<file path="src/hw/rtl/gsc_pkg.sv">
`timescale 1ns / 1ps

package gsc_pkg;

    // calendar constants
    localparam int unsigned SECS_PER_DAY = 86400;
    localparam int unsigned SECS_PER_MIN = 60;
    localparam int unsigned EPOCH_SHIFT  = 3657;
    localparam int unsigned CYCLE_DAYS   = 1461;
    localparam int unsigned BASE_YEAR    = 1970;

    // pipeline depth: three stages for the day split, six for the calendar
    localparam int unsigned DAY_STAGES = 3;
    localparam int unsigned CAL_STAGES = 6;
    localparam int unsigned NUM_STAGES = DAY_STAGES + CAL_STAGES;

    // reciprocals for division by constant, each estimate is low by at most one
    localparam logic [31:0] RECIP_DAY  = 32'((64'd1 << 48) / SECS_PER_DAY);
    localparam logic [13:0] RECIP_CYC  = 14'((64'd1 << 24) / CYCLE_DAYS);
    localparam logic [16:0] RECIP_MIN  = 17'((64'd1 << 22) / SECS_PER_MIN);
    localparam logic [10:0] RECIP_HOUR = 11'((64'd1 << 16) / SECS_PER_MIN);

    // day of the cycle at which each year of the four-year cycle starts
    localparam logic [10:0] YEAR1_START = 11'd365;
    localparam logic [10:0] YEAR2_START = 11'd730;
    localparam logic [10:0] YEAR3_START = 11'd1096;
    localparam logic [1:0]  LEAP_YEAR_IDX = 2'd2;

    typedef struct packed {
        logic [CAL_STAGES-1:0] cal;
        logic [DAY_STAGES-1:0] day;
    } stage_en_t;

    typedef struct packed {
        logic [15:0] days;
        logic [16:0] sod;
        logic [31:0] frac;
    } day_split_t;

    // zero-based day of year on which each month index 0..11 starts
    function automatic logic [8:0] month_start(input logic leap, input logic [3:0] mi);
        logic [8:0] s;
        begin
            case (mi)
                4'd0:    s = 9'd0;
                4'd1:    s = 9'd31;
                4'd2:    s = 9'd59;
                4'd3:    s = 9'd90;
                4'd4:    s = 9'd120;
                4'd5:    s = 9'd151;
                4'd6:    s = 9'd181;
                4'd7:    s = 9'd212;
                4'd8:    s = 9'd243;
                4'd9:    s = 9'd273;
                4'd10:   s = 9'd304;
                4'd11:   s = 9'd334;
                default: s = 9'd0;
            endcase
            if (leap && (mi >= 4'd2)) begin
                s = s + 9'd1;
            end
            return s;
        end
    endfunction

endpackage

</file>
<file path="src/hw/rtl/gps_seconds_to_calendar_top.sv">
`timescale 1ns / 1ps

// gps timestamp to calendar converter: takes whole seconds since 1980-01-06
// 00:00:00 plus a 0.32 fixed-point fraction and returns year, month, day,
// hour, minute and second; the fraction comes out unchanged in fraction_out.
// one result per transaction through the nine-stage pipeline; a new
// transaction can be taken every cycle and a stalled output only backs up
// as far as the pipeline is full.
// every leap year is a plain fourth year from 1972 on (2100 included) and no
// leap seconds are applied.

module gps_seconds_to_calendar_top (
    input  logic        aclk,
    input  logic        aresetn,
    // input transaction
    input  logic        s_valid,
    output logic        s_ready,
    input  logic [31:0] s_whole_seconds,
    input  logic [31:0] s_second_fraction,
    // result transaction
    output logic        m_valid,
    input  logic        m_ready,
    output logic [11:0] m_year,
    output logic [3:0]  m_month,
    output logic [4:0]  m_day_of_month,
    output logic [4:0]  m_hour,
    output logic [5:0]  m_minute,
    output logic [5:0]  m_second,
    output logic [31:0] m_fraction_out
);

    // per-stage load enables, valid bits live in the controller
    gsc_pkg::stage_en_t  stage_en;
    // day count on the 1970 base, seconds of the day and the fraction
    gsc_pkg::day_split_t split;

    gsc_pipe_ctrl u_ctrl (
        .aclk     (aclk),
        .aresetn  (aresetn),
        .s_valid  (s_valid),
        .s_ready  (s_ready),
        .m_valid  (m_valid),
        .m_ready  (m_ready),
        .stage_en (stage_en)
    );

    // stages 1-3: divide by seconds per day with a reciprocal multiply
    gsc_day_split u_day (
        .aclk            (aclk),
        .en              (stage_en.day),
        .whole_seconds   (s_whole_seconds),
        .second_fraction (s_second_fraction),
        .split           (split)
    );

    // stages 4-9: four-year cycle, year, month, day and time of day
    gsc_cal_split u_cal (
        .aclk         (aclk),
        .en           (stage_en.cal),
        .split        (split),
        .year         (m_year),
        .month        (m_month),
        .day_of_month (m_day_of_month),
        .hour         (m_hour),
        .minute       (m_minute),
        .second       (m_second),
        .fraction_out (m_fraction_out)
    );

endmodule

</file>
<file path="src/hw/rtl/gsc_pipe_ctrl.sv">
`timescale 1ns / 1ps

module gsc_pipe_ctrl (
    input  logic                aclk,
    input  logic                aresetn,
    input  logic                s_valid,
    output logic                s_ready,
    output logic                m_valid,
    input  logic                m_ready,
    output gsc_pkg::stage_en_t  stage_en
);

    localparam int unsigned N = gsc_pkg::NUM_STAGES;

    logic [N-1:0] valid_reg;
    logic [N-1:0] valid_next;
    logic [N-1:0] adv;

    // a stage loads when it is empty or its content moves on
    always_comb begin
        adv[N-1] = !valid_reg[N-1] || m_ready;
        for (int i = N - 2; i >= 0; i--) begin
            adv[i] = !valid_reg[i] || adv[i+1];
        end
        valid_next[0] = adv[0] ? s_valid : valid_reg[0];
        for (int i = 1; i < N; i++) begin
            valid_next[i] = adv[i] ? valid_reg[i-1] : valid_reg[i];
        end
    end

    always_ff @(posedge aclk) begin
        if (!aresetn) begin
            valid_reg <= '0;
        end else begin
            valid_reg <= valid_next;
        end
    end

    assign s_ready  = adv[0];
    assign m_valid  = valid_reg[N-1];
    assign stage_en = adv;

endmodule

</file>
<file path="src/hw/rtl/gsc_day_split.sv">
`timescale 1ns / 1ps

module gsc_day_split (
    input  logic                                aclk,
    input  logic [gsc_pkg::DAY_STAGES-1:0]      en,
    input  logic [31:0]                         whole_seconds,
    input  logic [31:0]                         second_fraction,
    output gsc_pkg::day_split_t                 split
);

    // stage 1: reciprocal product
    logic [63:0] prod_reg;
    logic [31:0] ws1_reg;
    logic [31:0] frac1_reg;
    // stage 2: estimate and remainder
    logic [15:0] qest_reg;
    logic [17:0] rem_reg;
    logic [31:0] frac2_reg;
    // stage 3: corrected day count on the 1970 base
    logic [15:0] days_reg;
    logic [16:0] sod_reg;
    logic [31:0] frac3_reg;

    logic [15:0] qest_next;
    logic [31:0] rem_wide;
    logic        over;

    always_comb begin
        qest_next = prod_reg[63:48];
        rem_wide  = ws1_reg - (32'(qest_next) * 32'(gsc_pkg::SECS_PER_DAY));
        over      = (rem_reg >= 18'(gsc_pkg::SECS_PER_DAY));
    end

    always_ff @(posedge aclk) begin
        if (en[0]) begin
            prod_reg  <= 64'(whole_seconds) * 64'(gsc_pkg::RECIP_DAY);
            ws1_reg   <= whole_seconds;
            frac1_reg <= second_fraction;
        end
        if (en[1]) begin
            qest_reg  <= qest_next;
            rem_reg   <= rem_wide[17:0];
            frac2_reg <= frac1_reg;
        end
        if (en[2]) begin
            days_reg  <= qest_reg + 16'(over) + 16'(gsc_pkg::EPOCH_SHIFT);
            sod_reg   <= over ? 17'(rem_reg - 18'(gsc_pkg::SECS_PER_DAY)) : rem_reg[16:0];
            frac3_reg <= frac2_reg;
        end
    end

    assign split.days = days_reg;
    assign split.sod  = sod_reg;
    assign split.frac = frac3_reg;

endmodule

</file>
<file path="src/hw/rtl/gsc_cal_split.sv">
`timescale 1ns / 1ps

module gsc_cal_split (
    input  logic                                aclk,
    input  logic [gsc_pkg::CAL_STAGES-1:0]      en,
    input  gsc_pkg::day_split_t                 split,
    output logic [11:0]                         year,
    output logic [3:0]                          month,
    output logic [4:0]                          day_of_month,
    output logic [4:0]                          hour,
    output logic [5:0]                          minute,
    output logic [5:0]                          second,
    output logic [31:0]                         fraction_out
);

    // stage 4: reciprocal products for cycle and minute
    logic [29:0] cprod_reg;
    logic [32:0] mprod_reg;
    logic [15:0] dd4_reg;
    logic [16:0] sod4_reg;
    logic [31:0] frac4_reg;
    // stage 5: estimates and remainders
    logic [5:0]  cest_reg;
    logic [11:0] crem_reg;
    logic [10:0] mest_reg;
    logic [6:0]  srem_reg;
    logic [31:0] frac5_reg;
    // stage 6: corrected cycle, day of cycle, minute of day, second
    logic [5:0]  cyc6_reg;
    logic [10:0] doc_reg;
    logic [10:0] tmin6_reg;
    logic [5:0]  sec6_reg;
    logic [31:0] frac6_reg;
    // stage 7: year in cycle, day of year, hour product
    logic [5:0]  cyc7_reg;
    logic [1:0]  yic7_reg;
    logic [8:0]  doy7_reg;
    logic [20:0] hprod_reg;
    logic [10:0] tmin7_reg;
    logic [5:0]  sec7_reg;
    logic [31:0] frac7_reg;
    // stage 8: month index, hour estimate
    logic [5:0]  cyc8_reg;
    logic [1:0]  yic8_reg;
    logic [8:0]  doy8_reg;
    logic [3:0]  mi8_reg;
    logic [4:0]  hest_reg;
    logic [6:0]  hrem_reg;
    logic [5:0]  sec8_reg;
    logic [31:0] frac8_reg;
    // stage 9: output registers
    logic [11:0] year_reg;
    logic [3:0]  month_reg;
    logic [4:0]  dom_reg;
    logic [4:0]  hour_reg;
    logic [5:0]  minute_reg;
    logic [5:0]  second_reg;
    logic [31:0] frac9_reg;

    logic [5:0]  cest_next;
    logic [16:0] crem_wide;
    logic [10:0] mest_next;
    logic [16:0] srem_wide;
    logic        c_over;
    logic        s_over;
    logic [1:0]  yic_next;
    logic [10:0] ystart;
    logic [10:0] doy_wide;
    logic [4:0]  hest_next;
    logic [10:0] hrem_wide;
    logic [3:0]  mi_next;
    logic        leap8;
    logic        h_over;
    logic [8:0]  mstart;

    always_comb begin
        cest_next = cprod_reg[29:24];
        crem_wide = 17'(dd4_reg) - (17'(cest_next) * 17'(gsc_pkg::CYCLE_DAYS));
        mest_next = mprod_reg[32:22];
        srem_wide = sod4_reg - (17'(mest_next) * 17'(gsc_pkg::SECS_PER_MIN));

        c_over = (crem_reg >= 12'(gsc_pkg::CYCLE_DAYS));
        s_over = (srem_reg >= 7'(gsc_pkg::SECS_PER_MIN));

        // which year of the four-year cycle
        if (doc_reg >= gsc_pkg::YEAR3_START) begin
            yic_next = 2'd3;
            ystart   = gsc_pkg::YEAR3_START;
        end else if (doc_reg >= gsc_pkg::YEAR2_START) begin
            yic_next = 2'd2;
            ystart   = gsc_pkg::YEAR2_START;
        end else if (doc_reg >= gsc_pkg::YEAR1_START) begin
            yic_next = 2'd1;
            ystart   = gsc_pkg::YEAR1_START;
        end else begin
            yic_next = 2'd0;
            ystart   = '0;
        end
        doy_wide = doc_reg - ystart;

        hest_next = hprod_reg[20:16];
        hrem_wide = tmin7_reg - (11'(hest_next) * 11'(gsc_pkg::SECS_PER_MIN));

        // month index counts the month starts already passed
        leap8   = (yic7_reg == gsc_pkg::LEAP_YEAR_IDX);
        mi_next = '0;
        for (int k = 1; k < 12; k++) begin
            if (doy7_reg >= gsc_pkg::month_start(leap8, 4'(k))) begin
                mi_next = mi_next + 4'd1;
            end
        end

        h_over = (hrem_reg >= 7'(gsc_pkg::SECS_PER_MIN));
        mstart = gsc_pkg::month_start(yic8_reg == gsc_pkg::LEAP_YEAR_IDX, mi8_reg);
    end

    always_ff @(posedge aclk) begin
        if (en[0]) begin
            cprod_reg <= 30'(split.days) * 30'(gsc_pkg::RECIP_CYC);
            mprod_reg <= 33'(split.sod) * 33'(gsc_pkg::RECIP_MIN);
            dd4_reg   <= split.days;
            sod4_reg  <= split.sod;
            frac4_reg <= split.frac;
        end
        if (en[1]) begin
            cest_reg  <= cest_next;
            crem_reg  <= crem_wide[11:0];
            mest_reg  <= mest_next;
            srem_reg  <= srem_wide[6:0];
            frac5_reg <= frac4_reg;
        end
        if (en[2]) begin
            cyc6_reg  <= cest_reg + 6'(c_over);
            doc_reg   <= c_over ? 11'(crem_reg - 12'(gsc_pkg::CYCLE_DAYS)) : crem_reg[10:0];
            tmin6_reg <= mest_reg + 11'(s_over);
            sec6_reg  <= s_over ? 6'(srem_reg - 7'(gsc_pkg::SECS_PER_MIN)) : srem_reg[5:0];
            frac6_reg <= frac5_reg;
        end
        if (en[3]) begin
            cyc7_reg  <= cyc6_reg;
            yic7_reg  <= yic_next;
            doy7_reg  <= doy_wide[8:0];
            hprod_reg <= 21'(tmin6_reg) * 21'(gsc_pkg::RECIP_HOUR);
            tmin7_reg <= tmin6_reg;
            sec7_reg  <= sec6_reg;
            frac7_reg <= frac6_reg;
        end
        if (en[4]) begin
            cyc8_reg  <= cyc7_reg;
            yic8_reg  <= yic7_reg;
            doy8_reg  <= doy7_reg;
            mi8_reg   <= mi_next;
            hest_reg  <= hest_next;
            hrem_reg  <= hrem_wide[6:0];
            sec8_reg  <= sec7_reg;
            frac8_reg <= frac7_reg;
        end
        if (en[5]) begin
            year_reg   <= 12'(gsc_pkg::BASE_YEAR) + {4'd0, cyc8_reg, 2'b00} + 12'(yic8_reg);
            month_reg  <= mi8_reg + 4'd1;
            dom_reg    <= 5'(doy8_reg - mstart + 9'd1);
            hour_reg   <= hest_reg + 5'(h_over);
            minute_reg <= h_over ? 6'(hrem_reg - 7'(gsc_pkg::SECS_PER_MIN)) : hrem_reg[5:0];
            second_reg <= sec8_reg;
            frac9_reg  <= frac8_reg;
        end
    end

    assign year         = year_reg;
    assign month        = month_reg;
    assign day_of_month = dom_reg;
    assign hour         = hour_reg;
    assign minute       = minute_reg;
    assign second       = second_reg;
    assign fraction_out = frac9_reg;

endmodule

</file>
<file path="config.mk">
export PLATFORM = sky130hd
export DESIGN_NAME = gps_seconds_to_calendar_top
export DESIGN_NICKNAME = d
export VERILOG_FILES = /design/src/hw/rtl/gsc_pkg.sv /design/src/hw/rtl/gps_seconds_to_calendar_top.sv /design/src/hw/rtl/gsc_pipe_ctrl.sv /design/src/hw/rtl/gsc_day_split.sv /design/src/hw/rtl/gsc_cal_split.sv
export SDC_FILE = /design/constraint.sdc
export NUM_CORES = 2
export LEC_CHECK = 0
export BUFFER_PORTS_ARGS = -buffer_cell sky130_fd_sc_hd__buf_2
export CAP_MARGIN = 20
export CORE_ASPECT_RATIO = 1.2
export CORE_MARGIN = 1
export CORE_UTILIZATION = 50
export DETAILED_ROUTE_END_ITERATION = 12
export GPL_TIMING_DRIVEN = 1
export PLACE_DENSITY = 0.77
export REMOVE_ABC_BUFFERS = 1
export SYNTH_ARGS = -nofsm -noshare
export SYNTH_HDL_FRONTEND = slang
export SYNTH_SLANG_ARGS = --single-unit
</file>
<file path="constraint.sdc">
create_clock -name aclk -period 24.6 [get_ports aclk]
set_input_delay 4.92 -clock aclk [delete_from_list [all_inputs] [get_ports aclk]]
set_output_delay 4.92 -clock aclk [all_outputs]
set_load 0.1 [all_outputs]
</file>
==> results list <==
- Status: completed
- The first global-routing pass estimated ~130000 um of wire.
- Number of flops mapped to enable cells by yosys: 603
- The worst path uses 49.7% of the clock period.
* Vert. Die Dim: 330 um
- Residual antenna-violating net count after detailed routing: 0
- Drc violations: 0
- No sink is reached through more buffers than the 3 on the longest clock path.
- Count of final hold-check violations: 0
* Worst Reg2Reg Path Length in Cells: 38
* Number of hold buffers added after cts: 0
* Worst hold slack across all endpoints: 409 ps
- Along the worst hold path, the cell count comes to 0.
- The finished cells cover 0.0489 mm2.
* CTS Buf Count: 52
- Hold path endpoint: u_cal.frac7_reg[18]
- Yosys attributes the largest share of cell area to sky130_fd_sc_hd__edfxtp_1, sky130_fd_sc_hd__ha_1, sky130_fd_sc_hd__fa_1.
- I/O pin total: 140
- The initial antenna violation count came to 0.
- The worst register-to-register path has a setup slack of ~15000 ps.
- Final estimated routing congestion in global placement: roughly 0.87
- Entering global routing, the biggest net connects 71 pins.
* Final antenna diode count: 0
* Floorplan core area: ~0.09 mm2
- STA classifies the critical path endpoint as an output pin.
- Area share of the largest cell type after synthesis: between 40% and 50%
- Yosys mapped the design onto between 80 and 90 distinct sky130hd cell types.
- For this design, the sink count on the clock tree is 617.
* First-pass DRT Iterations: 5
- Arrival time of data at the critical path endpoint: 7320 ps
- Post-synthesis instance total: approximately 3400
- Along the worst path, the maximum fanout reaches 16.
- Total cell area at the placement stage: ~0.047 mm2
- After clock tree synthesis, the clock-pin slew on the worst setup and hold paths is 70 ps.
* Reported max-cap violation count: 0
* Number of global-route vias before repair: about 27000
- Startpoint of the lowest-slack register-to-register path: u_cal.yic7_reg[0]
- Setup slack closes at 12360 ps.
* Global-route total usage across every layer: a little under a fifth
- Clock root buffer: sky130_fd_sc_hd__clkbuf_16
- Final Skew: roughly 46 ps
- Min Clock Period, post-route: 12240 ps
- The critical path is of the input port to output pin type.
- Overall via count from detail_route: 25100
* Post-synthesis register bit count: 617
* Post-route setup TNS: 0 ps
* Mean instance size in the synthesized netlist: about 13 um2
- Derived from the worst setup path, the maximum achievable clock frequency is 81.7 MHz.
* RSZ-0062 raised after global routing: no
- TritonCTS clock tree: yes
- I/O Buffers: 139
* CP required: 19680 ps
- The number of gates resized after CTS was 0.
* Final HPWL DP: 64600 um
- The worst setup path is launched from an input port.
- Compared with the post-synthesis result, the final layout area differs by 8.81%.
- The post-route netlist has 7.16% of its cells at a drive strength greater than 1.
- The final layout contains 4883 nets.
* Warnings, synthesis: 0
- Slew at the pin closest to its max-slew limit: 970 ps
* Via/cell ratio: 5.19
* Floorplan row count: 120
* Relative slew margins: 34.3%
- For the worst-skew pair, the clock arrives at the later sink with an insertion delay of 610 ps.
* Post-CTS setup buffer count: 0
* Leftover overflow at the end of global routing: 0
- After detailed routing, the average wire length per cell comes to 16.7 um.
* Maximum level of the CTS H-tree: 2
* Leading area contributor after synthesis: sky130_fd_sc_hd__edfxtp_1
* Post-synthesis instance area: 0.0449 mm2
* Die Outline Area: 0.0910 mm2
- Pre-CTS setup slack: 12390 ps
- In this run the most critical hold path is launched from u_cal.frac6_reg[18].
- The floorplan step set the die width to around 280 um.
* Async set or reset register ratio after synthesis: 0%
* Slew Viols, Final: 0
* Part of the Yosys area used for sequential elements: 40.9%
- Most used flip-flop cell after synthesis: sky130_fd_sc_hd__edfxtp_1
- Initial Util: between 50% and 60%
- Overall routed net length: 80500 um
- Iteration-0 DRC count of the detailed router: 1009
- Setup violations remaining at the end of the flow were counted as 0.
- The worst hold path belongs to the class register to register.
layer usage:
layer | part of all wire [%] | wire length (um) | vias to the layer above | GRT usage [%]
met2 | 56 | 45500 | 421 | 36.4
li1 | - | - | 12100 | -
met4 | 3.5 | 2810 | 0 | 6.38
met3 | 2.6 | 2100 | 154 | 1.55
met1 | 37 | 30100 | 12400 | 19.6
met5 | 0 | 0 | - | 0
layout make-up:
type                            instances  area, um2
Tap cell                             1159       1450
Timing Repair Buffer                  148        763
Clock buffer                           61       1340
Multi-Input combinational cell       2054      23600
Fill cell                            7149      40200
Inverter                              760       2850
Sequential cell                       617      18400
Clock inverter                         34        439
critical path, cell delays in order:
cell and delay [ps]:
sky130_fd_sc_hd__buf_2 90, sky130_fd_sc_hd__nor2b_1 250, sky130_fd_sc_hd__and2_1 410, sky130_fd_sc_hd__and3_1 320, sky130_fd_sc_hd__and3_1 230, sky130_fd_sc_hd__and2_1 310
sky130_fd_sc_hd__nand3_4 320, sky130_fd_sc_hd__buf_2 420
kinds of logic after synthesis:
kind of cell	synth area share, %
fa+ha+maj	39.5
simple gates	3.66
flops	40.9
xor+xnor	3.83
mux	0.432
buf+inv	6.46
compound gates	5.18
how the worst max path moves through the flow:
stage	slack (ps)	start	cells past startpoint	endpoint
6_report	12360	m_ready	8	s_ready
5_1_grt	12190	m_ready	8	s_ready
4_1_cts	12370	m_ready	8	s_ready
3_5_place_dp	12390	m_ready	8	s_ready
3_3_place_gp	12450	m_ready	8	s_ready
2_1_floorplan	11440	m_ready	6	s_ready
cells in the mapped netlist (all sizes together) (8+ instances only):
cell,n
xor2,58
a21o,65
nor3,24
xnor2,131
fa,393
clkbuf,8
mux2,11
a21oi,88
a31oi,9
and2,13
nand3,30
inv,760
nand2,81
o21ai,52
nor2,63
ha,789
nor2b,18
nand4,10
edfxtp,603
nand2b,22
and3,17
o21bai,15
a211oi,12
o21a,21
dfxtp,14
per-stage QoR:
step / util, % / std cells
2_1_floorplan: - / 3431
3_3_place_gp: 52.9 / 4738
3_5_place_dp: 52.9 / 4738
4_1_cts: 54.9 / 4833
5_1_grt: 54.9 / 4833
6_report: 54.9 / 4833
placed cells by master (no fill, tap or decap), types with 21 or more instances in the layout:
| cell | instances |
|---|---|
| sky130_fd_sc_hd__a21o_1 | 65 |
| sky130_fd_sc_hd__a21oi_1 | 88 |
| sky130_fd_sc_hd__buf_2 | 139 |
| sky130_fd_sc_hd__clkbuf_16 | 52 |
| sky130_fd_sc_hd__edfxtp_1 | 603 |
| sky130_fd_sc_hd__fa_1 | 393 |
| sky130_fd_sc_hd__ha_1 | 789 |
| sky130_fd_sc_hd__inv_1 | 755 |
| sky130_fd_sc_hd__nand2_1 | 78 |
| sky130_fd_sc_hd__nand2b_1 | 22 |
| sky130_fd_sc_hd__nand3_1 | 29 |
| sky130_fd_sc_hd__nor2_1 | 63 |
| sky130_fd_sc_hd__nor3_1 | 24 |
| sky130_fd_sc_hd__o21a_1 | 21 |
| sky130_fd_sc_hd__o21ai_0 | 49 |
| sky130_fd_sc_hd__xnor2_1 | 130 |
| sky130_fd_sc_hd__xor2_1 | 58 |
Power is not shown: default switching activity piles up to over one toggle a cycle in this logic, so the estimate is an artifact.
